<file path="src/jrd_pkg.sv">
package jrd_pkg;

    // Field widths and fixed-point scale
    localparam int SAMPLE_BITS = 16;
    localparam int FRAC_BITS   = SAMPLE_BITS - 1;
    localparam int SQ_BITS     = 2 * SAMPLE_BITS;
    localparam logic [SAMPLE_BITS-1:0] ONE_Q   = SAMPLE_BITS'(1) << FRAC_BITS;
    localparam logic [SAMPLE_BITS-1:0] MAX_POS = ONE_Q - SAMPLE_BITS'(1);

    // Pipeline geometry
    localparam int SQRT_STAGES = SAMPLE_BITS;
    localparam int DIV_STAGES  = SAMPLE_BITS;
    localparam int PIPE_DEPTH  = 2 + SQRT_STAGES + 1 + DIV_STAGES + 1 + DIV_STAGES + 1;

    // Square root step widths
    localparam int SQ_REM_BITS = SAMPLE_BITS + 2;

    // Configuration register indexes
    localparam logic REG_INNER = 1'b0;
    localparam logic REG_OUTER = 1'b1;

    // Where the magnitude falls on the dead-zone map
    typedef enum logic [1:0] {
        C_NONE = 2'b00,
        C_FULL = 2'b01,
        C_RAMP = 2'b10
    } ckind_t;

    typedef struct packed {
        logic                   sx;
        logic                   sy;
        logic [SAMPLE_BITS-1:0] ax;
        logic [SAMPLE_BITS-1:0] ay;
    } axis_sb_t;

    typedef struct packed {
        axis_sb_t               axes;
        logic [SAMPLE_BITS-1:0] m;
        logic                   zero;
        ckind_t                 kind;
    } ramp_sb_t;

    typedef struct packed {
        logic                   sx;
        logic                   sy;
        logic [SAMPLE_BITS-1:0] c;
        logic                   zero;
    } scale_sb_t;

    typedef struct packed {
        logic [SQ_REM_BITS-1:0] rem;
        logic [SAMPLE_BITS-1:0] root;
        logic [SQ_BITS-1:0]     rad;
    } sqrt_st_t;

    typedef struct packed {
        logic [SAMPLE_BITS-1:0] rem;
        logic [SAMPLE_BITS-1:0] low;
        logic [SAMPLE_BITS-1:0] den;
        logic [SAMPLE_BITS-1:0] q;
    } div_st_t;

    // One digit of the restoring integer square root
    function automatic sqrt_st_t sqrt_step(input sqrt_st_t s);
        logic [SQ_REM_BITS+1:0] t;
        logic [SQ_REM_BITS-1:0] trial;
        logic                   ge;
        sqrt_st_t               r;
        t     = {s.rem, s.rad[SQ_BITS-1 -: 2]};
        trial = {s.root, 2'b01};
        ge    = (t >= {2'b00, trial});
        r.rem  = ge ? SQ_REM_BITS'(t - {2'b00, trial}) : t[SQ_REM_BITS-1:0];
        r.root = {s.root[SAMPLE_BITS-2:0], ge};
        r.rad  = {s.rad[SQ_BITS-3:0], 2'b00};
        return r;
    endfunction

    // One quotient bit of restoring division
    function automatic div_st_t div_step(input div_st_t s);
        logic [SAMPLE_BITS:0] t;
        logic                 ge;
        div_st_t              r;
        t  = {s.rem, s.low[SAMPLE_BITS-1]};
        ge = (t >= {1'b0, s.den});
        r.rem = ge ? SAMPLE_BITS'(t - {1'b0, s.den}) : t[SAMPLE_BITS-1:0];
        r.low = {s.low[SAMPLE_BITS-2:0], 1'b0};
        r.den = s.den;
        r.q   = {s.q[SAMPLE_BITS-2:0], ge};
        return r;
    endfunction

endpackage

</file>
<file path="src/jrd_div.sv">
module jrd_div (
    input  logic                                aclk,
    input  logic                                en,
    input  logic [jrd_pkg::SQ_BITS-1:0]         dividend,
    input  logic [jrd_pkg::SAMPLE_BITS-1:0]     divisor,
    output logic [jrd_pkg::SAMPLE_BITS-1:0]     quotient
);

    // Upper half of the dividend must be below the divisor
    jrd_pkg::div_st_t st_reg [jrd_pkg::DIV_STAGES];
    jrd_pkg::div_st_t st_in;

    always_comb begin
        st_in.rem = dividend[jrd_pkg::SQ_BITS-1:jrd_pkg::SAMPLE_BITS];
        st_in.low = dividend[jrd_pkg::SAMPLE_BITS-1:0];
        st_in.den = divisor;
        st_in.q   = '0;
    end

    // Produce one quotient bit per stage
    for (genvar i = 0; i < jrd_pkg::DIV_STAGES; i++) begin : g_stage
        if (i == 0) begin : g_first
            always_ff @(posedge aclk) begin
                if (en) begin
                    st_reg[i] <= jrd_pkg::div_step(st_in);
                end
            end
        end else begin : g_next
            always_ff @(posedge aclk) begin
                if (en) begin
                    st_reg[i] <= jrd_pkg::div_step(st_reg[i-1]);
                end
            end
        end
    end

    assign quotient = st_reg[jrd_pkg::DIV_STAGES-1].q;

endmodule

</file>
<file path="config.mk">
export PLATFORM = sky130hd
export DESIGN_NAME = jrd_div
export DESIGN_NICKNAME = d
export VERILOG_FILES = /design/src/jrd_pkg.sv /design/src/jrd_div.sv
export SDC_FILE = /design/constraint.sdc
export NUM_CORES = 1
export LEC_CHECK = 0
export BUFFER_PORTS_ARGS = -buffer_cell sky130_fd_sc_hd__buf_4
export CAP_MARGIN = 15
export CORE_UTILIZATION = 30
export CTS_BUF_LIST = sky130_fd_sc_hd__clkbuf_8
export DETAILED_ROUTE_END_ITERATION = 8
export GPL_TIMING_DRIVEN = 0
export PLACE_DENSITY = 0.44
export SLEW_MARGIN = 15
export SYNTH_ARGS = -nofsm -noshare
export SYNTH_HDL_FRONTEND = slang
export SYNTH_SLANG_ARGS = --single-unit
</file>
<file path="constraint.sdc">
create_clock -name aclk -period 4.7 [get_ports aclk]
set_clock_uncertainty 0.15 [all_clocks]
set_input_delay 0.94 -clock aclk [delete_from_list [all_inputs] [get_ports aclk]]
set_output_delay 0.94 -clock aclk [all_outputs]
set_load 0.03 [all_outputs]
</file>
* Word level (Yosys, flattened, before mapping)
Memories as Yosys holds them, arrays and structs flattened.
Cells that the tools add are included.
** Word-level totals
- Bits in registers :: 0
- Bits in writable memories :: 1008
- Input port bits :: 50
- Output and inout bits :: 16
- Word-level logic and storage cells :: 51
- Memories kept :: 1
** Cells by class
- Add/sub/neg operators :: 16
- $lt $le $gt $ge :: 16
- Mux-type cells :: 18
** Memory list
- st_reg :: depth 16, width 63, rd ports 16, clocked after Yosys merged registers in 0, write ports 16, line jrd_div.sv:10 : jrd_pkg::div_st_t st_reg [jrd_pkg::DIV_STAGES];
** Operators with widths (number)
- 17-bit by 16-bit greater-or-equal comparator with 1-bit output :: 16
- 16-bit two-way mux :: 16
- 16-bit subtractor :: 16
- 1-bit two-way mux :: 2

* Depth between registers and ports, before layout
An unclocked memory read counts as a cell.
- Depth after elaboration :: 3
- Mapped depth :: 12

* Worst setup path after synthesis
OpenSTA, ideal clock, no wires.
- Kind :: input to register
- Start :: input divisor[10] (netlist name)
- End :: memory st_reg[0][55] (netlist name), data pin
- Arrival :: 3.120 ns
- Data required time :: 4.290 ns
- Slack :: 1.170 ns
- Stages on the path :: 11
- Path buffers :: 3
- Cells stage by stage :: inv_1 -> ha_1 -> clkbuf_1 -> nand4_1 -> o41ai_1 -> nor3_1 -> nor2_1 -> o21a_1 -> clkbuf_1 -> buf_2 -> mux2_2
** RTL lines
- start, declared :: line jrd_div.sv:5 : input logic [jrd_pkg::SAMPLE_BITS-1:0] divisor,
- end, declared :: line jrd_div.sv:10

==> results.yml <==
pwr:
  intPower_mw: 17.62
  vdd_ir_drop_max_v: 0.0003396
  cellLeakagePower_nw: 17.00
  total_power_mw: 26.86
  p_comb_frac: 0.402
  power_density_mw_per_mm2: 627.2
  p_sw_frac: 0.3439
  power_frac_seq: 0.376
  p_sw_mw: 9.235
  p_clk_frac: 0.222
sta:
  rsz0062_at_grt: "false"
  report.final.slew_viol_count: 0
  fin_crit_ns: 4.220
  tightest_slew_ns: 1.141
  post-route-period-util: 0.8980
  max-slew-margin-rel: 0.2296
  setup_viol: 0
  fin_hold_ws_ns: 0.1265
  hold_viol: 0
  fmax_mhz: 236.9
synth:
  syn_inst: 2862
  yosys.cell_types.count: 74
  synth-edff-count: 736
  syn_area_mm2: 0.03740
  yosysTopAreaCell: "edfxtp_1"
  synth_flop_cell: "edfxtp_1"
  syn_area_per_cell_um2: 13.07
  yosysTopAreaCellShare: 0.5909
  synthArstFlopShare: 0
  synth_nets: 3183
  ys_top_cells_by_area: "edfxtp_1 59%, ha_1 8.6%, mux2_2 5.8%"
  netlist_top_cells_count: "736 x edfxtp_1, 337 x inv_1, 256 x ha_1"
  yosys_warnings: 0
  synthMostInstantiatedCell: "edfxtp_1"
  synth_seq_cells: 736
  yosysSeqAreaShare: 0.5909
placed_design:
  dp_hpwl_um: 58190
  io_buffers: 65
  dpl-instance-area_mm2: 0.04017
  gp_congestion: 0.8643
  dp.cells: 4572
cts:
  clock_path_buffers: 3
  cts_tree: "yes"
  cts-resized-gates: 0
  cts-buffers-inserted: 144
  clk_latency_ns: 0.84
  cts_root_buf: "clkbuf_8"
  clk_pin_slew_ns: 0.05
  clock_sinks: 736
  htree_num_levels: 4
detailed_routing:
  avgRoutedWirePerCell_um: 16.56
  via_count: 22650
  drt-total-wl_um: 79970
  drc: 0
  first_iter_violations: 1455
  vias_per_cell: 4.692
  firstDrtPassIters: 5
  antenna_left: 0
worst_setup_path:
  crit_required_ns: 5.12
  cp-end-kind: "register"
  crit_family: "compound AO/OA/AOI/OAI gates"
  cp-start-kind: "register"
  path_class: "reg2reg"
  critPathMaxFanout: 10
  cpPeakStageDelay_ns: 0.73
  crit_slowest_cell: "o21ai_1"
  cp_num_buf_inv: 1
  cp_data_arrival_time_ns: 4.64
  crit_chain: "ha_1 > and3_1 > nand4_1 > a21oi_1 > o21ai_0 > nand3b_1 > o21ba_2 > o21ai_1 > buf_2 > mux2_2"
  regToRegSetupSlack_ns: 0.48
hold_path:
  hold_path.class: "in2reg"
grt:
  antenna_found_initial: 2
  grt_pass1_vias: 23700
  grt_pass1_wl_um: 126200
  grt_util_all_layers: 0.1273
  overflow: 0
  grt_max_degree: 110
layout:
  largest_reg_flops: 736
  final_cells: 4828
  drive_above_1_share: 0.1577
  final_cell_area_mm2: 0.04282
  syn_to_final_growth_pct: 14.49
  fill_cells: 12130
  nets: 3405
floorplan:
  rows: 129
  ios: 66
  die_w_um: 355.1
  start_util: 0.3025
  dieArea_mm2: 0.1261
  fp.coreArea_mm2: 0.1236
  chipHeight_um: 355.1
status:
  status: "complete, no violations"
flow_run:
  drv_cap: 0
layout by cell type (no fill, tap or decap), drive strengths merged, types with 13 or more instances in the layout:
cell     Yosys  final
edfxtp     736    736
inv        337    393
ha         256    256
mux2       200    200
nor2       158    158
clkbuf      11    157
a21oi      120    120
xnor2      116    116
buf         35    108
nand2      104    104
o21ai       97     97
nor3        64     64
a21o        56     56
nor2b       51     51
xor2        44     44
nand3       40     40
clkinv       0     40
nand4       39     39
o21a        39     39
mux2i       38     38
a31oi       24     24
nand2b      22     22
a211oi      20     20
or3         19     19
and3        18     18
a21boi      16     16
fa          15     15
nor4        14     14
o21bai      13     13
o41ai       13     13
a2111oi     13     13
routing by layer:
metal	global-route usage	routed length [um]
met1	0.1453	33720
met2	0.2237	40240
met3	0.03021	3275
met4	0.05940	2734
met5	0	0
worst paths after layout:
kind / from / end / cells after the start
setup / recovery: st_reg[1][53] / st_reg[1][121] / 10
hold reg to reg: st_reg[0][423] / st_reg[0][487] / 0
hold / removal: dividend[11] / st_reg[0][43] / 1
setup reg to reg: st_reg[1][53] / st_reg[1][121] / 10
metrics by stage:
stage / setup TNS [ns] / utilization / setup slack (ns)
floorplan: 0 / - / 1.170
global placement: -2873.24 / 0.3230 / -4.012
detailed placement: 0 / 0.3249 / 0.2846
CTS: 0 / 0.3463 / 0.3855
global route: 0 / 0.3464 / 0.1535
finish: 0 / 0.3464 / 0.4796
cell type report:
class,count,area [um2],area share
buffer,46,270.3,0.006311
antenna,1,2.502,0.00005844
clock inverter,106,608.1,0.01420
timing repair buffer,76,745.7,0.01741
clock buffer,146,2009,0.04692
multi-input combinational,1743,13770,0.3216
inverter,337,1265,0.02954
sequential,736,22100,0.5161
tap,1637,2048,0.04783
cell families (layout without fill, tap and decap cells):
group	count (synthesis)	after routing	share of synthesized area
buffers and inverters	383	711	0.04104
and+or+nand+nor	565	565	0.07500
adders and majority gates	271	271	0.09366
xor gates and xnor gates	160	160	0.03747
other	0	1	0
DFF	736	736	0.5909
AOI/OAI and AO/OA	509	509	0.09156
muxes	238	238	0.07038
power by group through the flow:
stage,Clock [mW],Combinational [mW],Sequential [mW]
CTS,6.29,10.9,10.1
global route,6.57,12.0,10.2
detailed placement,0,10.8,10.2
floorplan,0,8.35,9.82
global placement,0,10.5,10.3
finish,5.97,10.8,10.1
timing repair:
action	in CTS	in global routing
hold endpoints to repair	3	0
hold buffers	3	0
setup buffers	0	0
Power figures use the tool's default switching activity.
