`src/jrd_pkg.sv`:
```
package jrd_pkg;

    // Field widths and fixed-point scale
    localparam int SAMPLE_BITS = 16;
    localparam int FRAC_BITS   = SAMPLE_BITS - 1;
    localparam int SQ_BITS     = 2 * SAMPLE_BITS;
    localparam logic [SAMPLE_BITS-1:0] ONE_Q   = SAMPLE_BITS'(1) << FRAC_BITS;
    localparam logic [SAMPLE_BITS-1:0] MAX_POS = ONE_Q - SAMPLE_BITS'(1);

    // Pipeline geometry
    localparam int SQRT_STAGES = SAMPLE_BITS;
    localparam int DIV_STAGES  = SAMPLE_BITS;
    localparam int PIPE_DEPTH  = 2 + SQRT_STAGES + 1 + DIV_STAGES + 1 + DIV_STAGES + 1;

    // Square root step widths
    localparam int SQ_REM_BITS = SAMPLE_BITS + 2;

    // Configuration register indexes
    localparam logic REG_INNER = 1'b0;
    localparam logic REG_OUTER = 1'b1;

    // Where the magnitude falls on the dead-zone map
    typedef enum logic [1:0] {
        C_NONE = 2'b00,
        C_FULL = 2'b01,
        C_RAMP = 2'b10
    } ckind_t;

    typedef struct packed {
        logic                   sx;
        logic                   sy;
        logic [SAMPLE_BITS-1:0] ax;
        logic [SAMPLE_BITS-1:0] ay;
    } axis_sb_t;

    typedef struct packed {
        axis_sb_t               axes;
        logic [SAMPLE_BITS-1:0] m;
        logic                   zero;
        ckind_t                 kind;
    } ramp_sb_t;

    typedef struct packed {
        logic                   sx;
        logic                   sy;
        logic [SAMPLE_BITS-1:0] c;
        logic                   zero;
    } scale_sb_t;

    typedef struct packed {
        logic [SQ_REM_BITS-1:0] rem;
        logic [SAMPLE_BITS-1:0] root;
        logic [SQ_BITS-1:0]     rad;
    } sqrt_st_t;

    typedef struct packed {
        logic [SAMPLE_BITS-1:0] rem;
        logic [SAMPLE_BITS-1:0] low;
        logic [SAMPLE_BITS-1:0] den;
        logic [SAMPLE_BITS-1:0] q;
    } div_st_t;

    // One digit of the restoring integer square root
    function automatic sqrt_st_t sqrt_step(input sqrt_st_t s);
        logic [SQ_REM_BITS+1:0] t;
        logic [SQ_REM_BITS-1:0] trial;
        logic                   ge;
        sqrt_st_t               r;
        t     = {s.rem, s.rad[SQ_BITS-1 -: 2]};
        trial = {s.root, 2'b01};
        ge    = (t >= {2'b00, trial});
        r.rem  = ge ? SQ_REM_BITS'(t - {2'b00, trial}) : t[SQ_REM_BITS-1:0];
        r.root = {s.root[SAMPLE_BITS-2:0], ge};
        r.rad  = {s.rad[SQ_BITS-3:0], 2'b00};
        return r;
    endfunction

    // One quotient bit of restoring division
    function automatic div_st_t div_step(input div_st_t s);
        logic [SAMPLE_BITS:0] t;
        logic                 ge;
        div_st_t              r;
        t  = {s.rem, s.low[SAMPLE_BITS-1]};
        ge = (t >= {1'b0, s.den});
        r.rem = ge ? SAMPLE_BITS'(t - {1'b0, s.den}) : t[SAMPLE_BITS-1:0];
        r.low = {s.low[SAMPLE_BITS-2:0], 1'b0};
        r.den = s.den;
        r.q   = {s.q[SAMPLE_BITS-2:0], ge};
        return r;
    endfunction

endpackage

```
`src/jrd_isqrt.sv`:
```
module jrd_isqrt (
    input  logic                                aclk,
    input  logic                                en,
    input  logic [jrd_pkg::SQ_BITS-1:0]         radicand,
    output logic [jrd_pkg::SAMPLE_BITS-1:0]     root
);

    jrd_pkg::sqrt_st_t st_reg [jrd_pkg::SQRT_STAGES];
    jrd_pkg::sqrt_st_t st_in;

    always_comb begin
        st_in.rem  = '0;
        st_in.root = '0;
        st_in.rad  = radicand;
    end

    // Resolve one root bit per stage
    for (genvar i = 0; i < jrd_pkg::SQRT_STAGES; i++) begin : g_stage
        if (i == 0) begin : g_first
            always_ff @(posedge aclk) begin
                if (en) begin
                    st_reg[i] <= jrd_pkg::sqrt_step(st_in);
                end
            end
        end else begin : g_next
            always_ff @(posedge aclk) begin
                if (en) begin
                    st_reg[i] <= jrd_pkg::sqrt_step(st_reg[i-1]);
                end
            end
        end
    end

    assign root = st_reg[jrd_pkg::SQRT_STAGES-1].root;

endmodule

```
`config.mk`:
```
export PLATFORM = sky130hd
export DESIGN_NAME = jrd_isqrt
export DESIGN_NICKNAME = d
export VERILOG_FILES = /design/src/jrd_pkg.sv /design/src/jrd_isqrt.sv
export SDC_FILE = /design/constraint.sdc
export NUM_CORES = 1
export LEC_CHECK = 0
export ABC_AREA = 1
export BUFFER_PORTS_ARGS = -buffer_cell sky130_fd_sc_hd__buf_4
export CAP_MARGIN = 0
export CORE_MARGIN = 1
export CORE_UTILIZATION = 55
export CTS_CLUSTER_DIAMETER = 30
export CTS_CLUSTER_SIZE = 14
export DETAILED_ROUTE_END_ITERATION = 12
export GPL_TIMING_DRIVEN = 1
export MAX_ROUTING_LAYER = met4
export PLACE_DENSITY = 0.74
export SLEW_MARGIN = 20
export SYNTH_ARGS = -nofsm -noshare
export SYNTH_HDL_FRONTEND = slang
export SYNTH_SLANG_ARGS = --single-unit
```
`constraint.sdc`:
```
create_clock -name aclk -period 2 [get_ports aclk]
set_clock_uncertainty 0.15 [all_clocks]
set_input_delay 0 -clock aclk [delete_from_list [all_inputs] [get_ports aclk]]
set_output_delay 0 -clock aclk [all_outputs]
set_load 0.05 [all_outputs]
```
# Word-level counts from Yosys, hierarchy flattened
# Memories as Yosys holds them, arrays and structs flattened.
# Index checks and enable logic that the tools add are counted.
# classes
magnitude_cmp	16
add_sub_neg	16
n_mux	18
# ops
op	count
$ge A20 B18 Y1	15
$mux W18	16
$sub A18 B18 Y18	15
$sub A2 B1 Y3 const B	1
$ge A2 B1 Y1 const B	1
$mux W1	2
# totals
reg_bits	0
memories	1
inputBits	34
wordCells	51
mem_bits_rw	1024
out_inout_bits	16
# mem_list
name	depth	word_bits	read_ports	rd_clocked_by_memory_dff	wr	line_no	source
st_reg	16	64	16	0	16	jrd_isqrt.sv:8	jrd_pkg::sqrt_st_t st_reg [jrd_pkg::SQRT_STAGES];

# Logic depth before layout (Yosys ltp)
# An unclocked memory read counts as a cell.
# depth
word_depth	3
ltp_mapped	14
ltp_nobuf	13

# Worst setup path before layout
# No wires, ideal clock.
# synth_timing
path_kind	flip-flop to flip-flop
start	memory st_reg[0][46] in the netlist's numbering
end	memory st_reg[0][110] in the netlist's numbering, data pin
period_less_slack_ns	2.075
arrival_time_ns	1.654
slack_ns	-0.075
t_required_ns	1.580
path_stages_with_launch	9
n_path_buf	1
cell_sequence	edfxtp_1 ha_1 inv_1 o21ai_0 inv_1 ha_1 and2_1 clkbuf_1 xor2_1
# synth_lines
item	line_no
start: declaration	jrd_isqrt.sv:8

==> results.sh <==
export IMPL_status="complete, but fails checks"
export IMPL_violations="negative setup slack"
export IMPL_synthCells=3245
export IMPL_place_inst=4605
export IMPL_worstMarginPinSlew_ns=0.560
export IMPL_syn_area_um2=32200
export IMPL_clk_pin_slew_worst_paths_ns=0.07
export IMPL_critPathLaunchType="register"
export IMPL_ys_ff_latch=626
export IMPL_die_w_um=244
export IMPL_leakage_uw=0.0221
export IMPL_drt_iter0_drc=3350
export IMPL_htree_levels=3
export IMPL_syn2layout_area_growth_pct=59.4
export IMPL_synth_ff_type="edfxtp_1"
export IMPL_finalCritPeriodShare_pct=130
export IMPL_cts_tree="built"
export IMPL_num_rows=88
export IMPL_clockBufferDepth=3
export IMPL_synthArstFlopShare_pct=0
export IMPL_largest_reg_flops=626
export IMPL_path_buf_inv=4
export IMPL_vias_per_cell=5.96
export IMPL_fmax_mhz=384
export IMPL_drc=0
export IMPL_finalWorstSetupSlack_ns=-0.607
export IMPL_grt_usage_pct=33.5
export IMPL_crit_fanout=4
export IMPL_rsz0062_at_grt="true"
export IMPL_netlist_top_cells_count="nand2_1 (856), edfxtp_1 (626), inv_1 (458), nor2_1 (271), nand3_1 (187)"
export IMPL_vdd_ir_drop_max_v=0.00126
export IMPL_fin_cells=5234
export IMPL_coreArea_um2=57800
export IMPL_critPathArrivalTime_ns=2.98
export IMPL_path_cells="inv_2 > ha_4 > buf_6 > nand2_1 > inv_2 > buf_4 > nand3_2 > nor2_2 > nand3_1 > nand3_2 > nand2_2 > a21oi_4"
export IMPL_powerDensity_nw_per_um2=973
export IMPL_start_util_pct=55.7
export IMPL_ys_types=47
export IMPL_endpoint_kind="register"
export IMPL_period_minus_slack_ns=2.61
export IMPL_drt_pass1_iterations=6
export IMPL_grt_pass1_wl_mm=151
export IMPL_grt_pass1_vias=28900
export IMPL_dieArea_um2=59600
export IMPL_drive_gt1_share_pct=52.4
export IMPL_io_buffers=49
export IMPL_root_buffer="clkbuf_16"
export IMPL_nets=4555
export IMPL_hold_viol_final=0
export IMPL_setup_violations_final=256
export IMPL_wl_per_cell_um=24.0
export IMPL_cap_violations=0
export IMPL_synthTopCellsByArea="edfxtp_1 (58%), nand2_1 (10%), ha_1 (5.9%), inv_1 (5.3%), nor2_1 (3.2%)"
export IMPL_critPathTopFamily="simple AND/OR/NAND/NOR gates"
export IMPL_grt_max_degree=76
export IMPL_numCtsBuffers=111
export IMPL_yosysWarnings=0
export IMPL_critPathSlowestCell="edfxtp_1"
export IMPL_worstSkewPairLatency_ns=0.69
export IMPL_synth_most_common_cell="nand2_1"
export IMPL_drv_slew=0
export IMPL_final_seq_area_um2=18800
export IMPL_gp_congestion=0.965
export IMPL_fp_dieH_um=244
export IMPL_vias=31200
export IMPL_grt_overflow_total=0
export IMPL_multiInputGateArea_um2=16900
export IMPL_cp_slowest_stage_delay_ns=0.45
export IMPL_syn_avg_cell_area_um2=9.93
export IMPL_antenna_left=0
export IMPL_syn_num_nets=3432
export IMPL_wl_mm=125
export IMPL_hpwl_mm=57.7
export IMPL_yosysSeqAreaShare_pct=58.3
export IMPL_synth_edf_count=626
export IMPL_antenna_found_initial=2
export IMPL_min_delay_path_class="primary input to register"
export IMPL_synth_area_leader_cell="edfxtp_1"
export IMPL_relSlewSlack_pct=62.7
export IMPL_ios=50
export IMPL_fillerInstances=2142
export IMPL_required_ns=2.37
export IMPL_final_util_pct=88.9
export IMPL_cts_sinks=626
export IMPL_worstSetupPathType="register to register"
export IMPL_yosysTopAreaCellShare_pct=58.3
-- per-layer routing --
layer	wire (µm)	share of wire [%]	track usage, %
met1	41600	33	37.1
met4	11100	8.8	15.8
met3	10400	8.3	4.59
met5	0	0	-
met2	62400	50	59.6
-- repair_timing --
action	4_1_cts	5_1_grt
cloned	19	1
hold endpoints to repair	659	0
hold buffers	66	0
gates resized for setup	774	736
pin swaps	225	307
setup endpoints to repair	253	254
buffers inserted	199	151
-- per-stage QoR --
| step | cell area, µm² | TNS (ns) | setup slack, ns | power (µW) | hold slack, ns |
|---|---|---|---|---|---|
| after floorplan | 32600 | -0.159 | -0.0212 | 21300 | -0.0511 |
| after global placement | 38300 | -28.63 | -0.269 | 24800 | 0.0285 |
| after detailed placement | 38300 | -37.99 | -0.305 | 25000 | 0.0296 |
| after CTS | 47700 | -15.47 | -0.192 | 46500 | 0.0171 |
| after global routing | 51400 | -65.41 | -0.621 | 51300 | 0.135 |
| final | 51400 | -52.69 | -0.607 | 50000 | 0.122 |
-- tightest hold or removal path: stages --
cell and delay, ns:
dlygate4sd3_1 0.54, buf_4 0.12, inv_1 0.05, nor2_1 0.11
-- layout by cell type (no fill, tap or decap), types with 109 or more instances in the layout --
cell type	netlist	layout
clkbuf_16	0	113
buf_4	23	848
nand3_1	187	110
nand2_4	2	150
nand2_2	27	254
inv_2	14	136
inv_1	458	326
edfxtp_1	626	626
nand2_1	856	480
nor2_1	271	165
ha_4	0	109
-- cell type report --
cell class | count | share of cell area, %
timing repair buffer | 1043 | 17.3
sequential | 626 | 36.6
multi-input combinational | 2105 | 32.9
timing repair inverter | 6 | 0.136
antenna | 3 | 0.0146
inverter | 475 | 3.62
clock buffer | 115 | 5.48
tap | 765 | 1.86
clock inverter | 96 | 2.12
-- worst paths after layout --
path / cells after the start / startpoint / slack [ns] / to
min reg2reg: 0 / st_reg[0][19] / 0.26 / st_reg[0][85]
max: 12 / st_reg[0][415] / -0.61 / st_reg[0][511]
max reg2reg: 12 / st_reg[0][415] / -0.61 / st_reg[0][511]
min: 4 / radicand[31] / 0.12 / st_reg[0][46]
-- where the power goes --
group	internal, µW	total, µW	switching, µW
Clock	12200	19900	7700
Combinational	5850	12900	7030
Sequential	16100	17200	1130
-- cells by family after synthesis --
family,after synthesis,synth area share [%]
compound gates,340,6.09
fa+ha+maj,153,5.94
buf+inv,515,6.63
simple gates,1510,20.3
xor+xnor,100,2.72
other cells,1,0.0116
flops,626,58.3
Note: power is estimated with default switching activity, not from simulation.
